File: config.mk
export PLATFORM = sky130hd
export DESIGN_NAME = aes_key_exp
export DESIGN_NICKNAME = d
export VERILOG_FILES = /design/src/aes_pkg.sv /design/src/aes_key_exp.sv
export SDC_FILE = /design/constraint.sdc
export NUM_CORES = 2
export LEC_CHECK = 0
export ABC_CLOCK_PERIOD_IN_PS = 16200
export BUFFER_PORTS_ARGS = -buffer_cell sky130_fd_sc_hd__buf_4
export CAP_MARGIN = 20
export CORE_AREA = 2 2 570 572
export CTS_BUF_LIST = sky130_fd_sc_hd__clkbuf_16
export DETAILED_ROUTE_END_ITERATION = 10
export DIE_AREA = 0 0 572 574
export PLACE_DENSITY = 0.46
export SLEW_MARGIN = 20
export SYNTH_ARGS = -nofsm -noshare
export SYNTH_HDL_FRONTEND = slang
export SYNTH_SLANG_ARGS = --single-unit
File: constraint.sdc
create_clock -name clk -period 16.2 [get_ports clk]
set_input_delay 0.81 -clock clk [delete_from_list [all_inputs] [get_ports clk]]
set_output_delay 0.81 -clock clk [all_outputs]
set_load 0.02 [all_outputs]
File: src/aes_pkg.sv
//------------------------------------------------------------------------------
// AES-128 package
// S-box table, round constants and byte-level helper functions.
//------------------------------------------------------------------------------
`default_nettype none

package aes_pkg;

  localparam int unsigned RoundCount = 10;
  localparam int unsigned KeyCount   = RoundCount + 1;
  localparam int unsigned StoreDepth = 2 * KeyCount;
  localparam int unsigned BlockBytes = 16;
  localparam int unsigned KeyBytes   = BlockBytes * KeyCount;

  localparam logic [0:0] CFG_KEY_HIGH = 1'b0;
  localparam logic [0:0] CFG_KEY_LOW  = 1'b1;

  typedef logic [127:0] block_t;
  typedef block_t       rkey_arr_t [KeyCount];

  localparam logic [7:0] SBOX [256] = '{
    8'h63,8'h7c,8'h77,8'h7b,8'hf2,8'h6b,8'h6f,8'hc5,8'h30,8'h01,8'h67,8'h2b,8'hfe,8'hd7,8'hab,8'h76,
    8'hca,8'h82,8'hc9,8'h7d,8'hfa,8'h59,8'h47,8'hf0,8'had,8'hd4,8'ha2,8'haf,8'h9c,8'ha4,8'h72,8'hc0,
    8'hb7,8'hfd,8'h93,8'h26,8'h36,8'h3f,8'hf7,8'hcc,8'h34,8'ha5,8'he5,8'hf1,8'h71,8'hd8,8'h31,8'h15,
    8'h04,8'hc7,8'h23,8'hc3,8'h18,8'h96,8'h05,8'h9a,8'h07,8'h12,8'h80,8'he2,8'heb,8'h27,8'hb2,8'h75,
    8'h09,8'h83,8'h2c,8'h1a,8'h1b,8'h6e,8'h5a,8'ha0,8'h52,8'h3b,8'hd6,8'hb3,8'h29,8'he3,8'h2f,8'h84,
    8'h53,8'hd1,8'h00,8'hed,8'h20,8'hfc,8'hb1,8'h5b,8'h6a,8'hcb,8'hbe,8'h39,8'h4a,8'h4c,8'h58,8'hcf,
    8'hd0,8'hef,8'haa,8'hfb,8'h43,8'h4d,8'h33,8'h85,8'h45,8'hf9,8'h02,8'h7f,8'h50,8'h3c,8'h9f,8'ha8,
    8'h51,8'ha3,8'h40,8'h8f,8'h92,8'h9d,8'h38,8'hf5,8'hbc,8'hb6,8'hda,8'h21,8'h10,8'hff,8'hf3,8'hd2,
    8'hcd,8'h0c,8'h13,8'hec,8'h5f,8'h97,8'h44,8'h17,8'hc4,8'ha7,8'h7e,8'h3d,8'h64,8'h5d,8'h19,8'h73,
    8'h60,8'h81,8'h4f,8'hdc,8'h22,8'h2a,8'h90,8'h88,8'h46,8'hee,8'hb8,8'h14,8'hde,8'h5e,8'h0b,8'hdb,
    8'he0,8'h32,8'h3a,8'h0a,8'h49,8'h06,8'h24,8'h5c,8'hc2,8'hd3,8'hac,8'h62,8'h91,8'h95,8'he4,8'h79,
    8'he7,8'hc8,8'h37,8'h6d,8'h8d,8'hd5,8'h4e,8'ha9,8'h6c,8'h56,8'hf4,8'hea,8'h65,8'h7a,8'hae,8'h08,
    8'hba,8'h78,8'h25,8'h2e,8'h1c,8'ha6,8'hb4,8'hc6,8'he8,8'hdd,8'h74,8'h1f,8'h4b,8'hbd,8'h8b,8'h8a,
    8'h70,8'h3e,8'hb5,8'h66,8'h48,8'h03,8'hf6,8'h0e,8'h61,8'h35,8'h57,8'hb9,8'h86,8'hc1,8'h1d,8'h9e,
    8'he1,8'hf8,8'h98,8'h11,8'h69,8'hd9,8'h8e,8'h94,8'h9b,8'h1e,8'h87,8'he9,8'hce,8'h55,8'h28,8'hdf,
    8'h8c,8'ha1,8'h89,8'h0d,8'hbf,8'he6,8'h42,8'h68,8'h41,8'h99,8'h2d,8'h0f,8'hb0,8'h54,8'hbb,8'h16
  };

  localparam logic [7:0] RCON [RoundCount] = '{
    8'h01, 8'h02, 8'h04, 8'h08, 8'h10, 8'h20, 8'h40, 8'h80, 8'h1b, 8'h36
  };

  function automatic logic [7:0] xtime(input logic [7:0] v);
    xtime = {v[6:0], 1'b0} ^ (v[7] ? 8'h1b : 8'h00);
  endfunction

  function automatic logic [31:0] sub_word(input logic [31:0] w);
    sub_word = {SBOX[w[31:24]], SBOX[w[23:16]], SBOX[w[15:8]], SBOX[w[7:0]]};
  endfunction

  // Byte i of the block (message order) sits in bits 127-8i downto 120-8i.
  function automatic logic [7:0] get_byte(input block_t b, input int unsigned i);
    get_byte = b[127 - 8*i -: 8];
  endfunction

  function automatic block_t sub_shift(input block_t s);
    block_t t;
    t = '0;
    for (int c = 0; c < 4; c++) begin
      for (int r = 0; r < 4; r++) begin
        t[127 - 8*(c*4 + r) -: 8] = SBOX[get_byte(s, ((c + r) % 4) * 4 + r)];
      end
    end
    sub_shift = t;
  endfunction

  function automatic block_t mix(input block_t s);
    block_t     t;
    logic [7:0] a0, a1, a2, a3, d0, d1, d2, d3;
    t = '0;
    for (int c = 0; c < 4; c++) begin
      a0 = get_byte(s, 4*c);
      a1 = get_byte(s, 4*c + 1);
      a2 = get_byte(s, 4*c + 2);
      a3 = get_byte(s, 4*c + 3);
      d0 = xtime(a0);
      d1 = xtime(a1);
      d2 = xtime(a2);
      d3 = xtime(a3);
      t[127 - 8*(4*c) -: 8]     = d0 ^ d1 ^ a1 ^ a2 ^ a3;
      t[127 - 8*(4*c + 1) -: 8] = a0 ^ d1 ^ d2 ^ a2 ^ a3;
      t[127 - 8*(4*c + 2) -: 8] = a0 ^ a1 ^ d2 ^ d3 ^ a3;
      t[127 - 8*(4*c + 3) -: 8] = d0 ^ a0 ^ a1 ^ a2 ^ d3;
    end
    mix = t;
  endfunction

  // One step of the AES-128 key schedule.
  function automatic block_t next_key(input block_t k, input logic [7:0] rc);
    logic [31:0] w0, w1, w2, w3, t;
    w0 = k[127:96];
    w1 = k[95:64];
    w2 = k[63:32];
    w3 = k[31:0];
    t  = sub_word({w3[23:0], w3[31:24]}) ^ {rc, 24'h0};
    w0 = w0 ^ t;
    w1 = w1 ^ w0;
    w2 = w2 ^ w1;
    w3 = w3 ^ w2;
    next_key = {w0, w1, w2, w3};
  endfunction

endpackage

`default_nettype wire

File: src/aes_key_exp.sv
//------------------------------------------------------------------------------
// AES-128 key expansion
// Holds the cipher key and expands it, one round key per cycle, into the
// round key registers. A busy flag is high while the sweep runs.
//------------------------------------------------------------------------------
`default_nettype none

module aes_key_exp (
  input  wire logic                 clk,
  input  wire logic                 rst_n,
  input  wire logic                 cfg_wr_en,
  input  wire logic [0:0]           cfg_idx,
  input  wire logic                 cfg_valid_idx,
  input  wire logic [63:0]          cfg_data,
  output aes_pkg::rkey_arr_t        round_keys,
  output logic                      busy
);
  import aes_pkg::*;

  localparam int unsigned CntW = $clog2(KeyCount);

  logic [63:0]     key_high_r, key_low_r;
  rkey_arr_t       rk_r;
  logic [CntW-1:0] step_r;
  logic            busy_r;

  always_ff @(posedge clk) begin
    if (!rst_n) begin
      key_high_r <= '0;
      key_low_r  <= '0;
      busy_r     <= 1'b1;
      step_r     <= '0;
    end else if (cfg_wr_en && cfg_valid_idx) begin
      unique case (cfg_idx)
        CFG_KEY_HIGH: key_high_r <= cfg_data;
        CFG_KEY_LOW:  key_low_r  <= cfg_data;
        default:      key_low_r  <= key_low_r;
      endcase
      busy_r <= 1'b1;
      step_r <= '0;
    end else if (busy_r) begin
      if (step_r == CntW'(KeyCount - 1)) begin
        busy_r <= 1'b0;
      end else begin
        step_r <= step_r + 1'b1;
      end
    end
  end

  // Step 0 loads the key, step k derives round key k from key k-1.
  always_ff @(posedge clk) begin
    if (busy_r && !(cfg_wr_en && cfg_valid_idx)) begin
      if (step_r == '0) begin
        rk_r[0] <= {key_high_r, key_low_r};
      end else begin
        rk_r[step_r] <= next_key(rk_r[step_r - 1'b1], RCON[step_r - 1'b1]);
      end
    end
  end

  assign round_keys = rk_r;
  assign busy       = busy_r;

endmodule

`default_nettype wire

==> summary.md <==
| Metric | Value |
|---|---|
| DRT antenna net count | 0 |
| Area after DPL | roughly 92000 µm² |
| Core area | 323000 µm² |
| Post-route cell area | roughly 100000 µm² |
| Post-Syn Area per Cell | between 10 and 15 µm² |
| Slew @ Worst Pin | about 1.6 ns |
| Initial antenna violation count | between 40 and 50 |
| FFs w/ async S/R, synth | 0 |
| Failing checks | slew limit |
| WP data arrival | 10.61 ns |
| Area contributors post-synth | edfxtp_1, mux4_2, dfxtp_1 |
| Htree depth | 4 |
| RSZ-0062 raised after global routing | no |
| Worst slew margin | -0.0391 |
| Critical path class | reg2reg |
| Reg power frac | 0.354 |
| #FFs+latches synth | between 1500 and 2000 |
| Clock sink count | between 1500 and 2000 |
| DP Wirelength | between 300000 and 400000 µm |
| Peak supply drop | between 0.1 and 0.15 mV |
| Final min period | just over 10 ns |
| Most common cell on crit path | buf_4 |
| Post-synth top area share | 0.566 |
| Placed cells | 11300 |
| Post-Syn Area | between 70000 and 80000 µm² |
| Final non-filler cell total | around 12000 |
| Inserted Clock Buffers | ~180 |
| Synth unique cells | slightly above 100 |
| Critical Path Sink Type | flip-flop |
| Setup Buffers After CTS | 0 |
| Worst-path cell chain | inv_6 -> ha_4 -> buf_4 -> mux2i_1 -> a311oi_1 -> nand4_1 -> nand2_1 -> buf_4 -> inv_1 -> buf_4 -> ha_1 -> o21ai_1 -> o22ai_1 -> a21oi_1 -> o211ai_1 -> a311o_1 -> xnor2_2 -> xnor2_2 -> xnor2_1 |
| Site row count | 209 |
| Number of flops mapped to enable cells by yosys | roughly 1400 |
| Clk buf depth | 4 |
| Fin worst setup slack | about 6 ns |
| Setup_tns | 0 ns |
| Root buffer cell | clkbuf_16 |
| Final WL | a little over 500000 µm |
| YS warnings | 0 |
| Vias in the first global route | approximately 62000 |
| Util after Layout | 0.303 |
| Setup Skew | roughly 0.11 ns |
| Post-CTS Hold Buffers | 0 |
| Final Max Slew Viols | 26 |
| Cell depth of the worst flop-to-flop path | 19 |
| Power Density | 170 nW/µm² |
| CTS resizes | 0 |
| Die Y | approximately 570 µm |
| Max Freq | about 100 MHz |
| Top_reg_cell synth | edfxtp_1 |
| Gpl congestion | roughly 0.98 |
| Register area | ~45000 µm² |
| I/O Pins | 1478 |
| Drt first pass iters | 6 |
| GRT overflow | 0 |
| Top cells by count, synth | edfxtp_1, nand2_1, o21ai_0 |
| Clock transition at path regs | 0.06 ns |
| Die width | 572 µm |
| Combinational power share | 0.395 |
| First-pass GRT wire length | roughly 660000 µm |
| Status | finished, violations left |
| Filler Cell Count | 33100 |
| Int Power | between 0.009 and 0.01 W |
| Pre-CTS setup slack | ~6.2 ns |
| Most common cell in the netlist | edfxtp_1 |
| Clk Latency, worst-skew pair | 0.93 ns |
| Crit Path Max Fanout | 39 |
| Largest net degree at the start of global routing | around 110 |
| Mapped Nets | roughly 6000 |
| CP startpoint kind | flip-flop |
| Layout area overhead | 30.7% |
| Ratio of cells with drive above 1 in the final layout | 0.335 |
| Wire per inst | 44.5 µm |
| GR Util All Layers | 0.304 |
| Setup Viol. Count Final | 0 |
| Register area share after synthesis | 0.601 |
| Slowest stage cell, crit path | ha_4 |
| Static Leakage | 34.2 nW |
| Worst endpoint required time | between 15 and 20 ns |
| Worst hold-check path type | in2reg |
| Multi-input logic area | ~28000 µm² |
| Final period utilization | 0.624 |
| Remaining DRCs | 0 |
| Die area | roughly 330000 µm² |
| PortBufs | approximately 1500 |
| Count of final hold-check violations | 0 |
| Vias | 64900 |
| Starting Density | 0.232 |
| Clk pwr share | 0.252 |
| CTS tree | built |
| Final nets | ~7300 |
| Synthesized instance count | approximately 5800 |
| Psw | 0.00700 W |
| DRT iter0 DRCs | 8111 |
| Worst hold path depth | 3 |
| Maxcap violations | 0 |
| Crit-path max cell delay | slightly above 0.9 ns |
| DR vias/cell | 5.56 |
| Sw Share | 0.423 |
| Area leader, netlist | edfxtp_1 |
cell families after synthesis:
| family | share of synthesized area |
|---|---|
| XOR/XNOR | 0.0252 |
| multiplexers | 0.0971 |
| adder cells (fa/ha/maj) | 0.0104 |
| AO/OA/AOI/OAI | 0.141 |
| buffers and inverters | 0.0346 |
| AND/OR/NAND/NOR | 0.0903 |
| flip-flops | 0.601 |
flip-flops by register name, summed over array words and instances (netlist names):
name	cells
round_keys	1408
step_r	4
key_high_r	64
busy	1
key_low_r	64
placed cells by master (no fill, tap or decap), drive strengths merged, types with 18 or more instances in the layout:
cell     netlist  layout
a2111oi       21      21
a211o         18      18
a211oi        52      52
a21boi       133     133
a21o          18      18
a21oi        208     208
a221oi        75      75
a22oi         49      49
a311oi        51      51
a31oi        105     105
and2         154     154
buf          301    1723
clkbuf       187     186
clkinv         0      75
dfxtp        133     133
diode          0      23
edfxtp      1408    1408
ha            62      62
inv           42      82
mux2          59      59
mux2i        152     152
mux4         225     225
nand2        607     607
nand3        191     191
nand4         28      28
nor2         313     313
nor3         124     124
o211ai       148     148
o21ai        327     327
o221ai        23      23
o22ai         26      26
o311ai        60      60
o31ai         25      25
xnor2        130     130
xor2          65      65
layer usage:
layer  wire length [µm]  vias up  GRT usage
met5                143        -          0
met4              31300       16      0.152
met3              49100      742     0.0840
met2             233000     4179      0.473
met1             206000    34600      0.385
li1                   -    25400          -
worst paths after layout:
path / from / end / slack, ns
setup reg to reg: step_r[0] / round_keys[23] / 6.08
setup / recovery: step_r[0] / round_keys[23] / 6.08
hold / removal: cfg_data[42] / key_low_r[42] / 0.17
hold reg to reg: key_low_r[40] / key_low_r[40] / 0.46
worst max-delay path: cells and delay by family, from the launching register on:
kind            cells  cell delay, ns
compound gates      6            2.56
xor+xnor            3            2.23
fa+ha+maj           2            1.41
buf+inv             5            1.80
flops               1            0.70
mux                 1            0.17
simple gates        2            0.65
power groups by stage:
stage | Clock, W | Combinational [W] | Sequential [W]
finish | 0.00416 | 0.00653 | 0.00586
global route | 0.00436 | 0.00675 | 0.00586
CTS | 0.00422 | 0.00644 | 0.00586
detailed placement | 0 | 0.00642 | 0.00594
global placement | 0 | 0.00638 | 0.00594
floorplan | 0 | 0.00275 | 0.00596
stage by stage:
step	hold slack (ns)	total power [W]
4_1_cts	0.0932	0.0165
3_3_place_gp	0.449	0.0123
5_1_grt	0.135	0.0170
2_1_floorplan	0.439	0.00871
3_5_place_dp	0.455	0.0124
6_report	0.166	0.0166
final cells by class:
type                       count  share of cell area
multi-input combinational   3692               0.288
inverter                      42             0.00174
tap                         4325              0.0554
antenna                       23            0.000589
clock buffer                 185              0.0474
timing repair buffer        1724               0.134
sequential                  1541               0.460
clock inverter               145              0.0126
No activity file was read; power rests on OpenSTA's default activity.
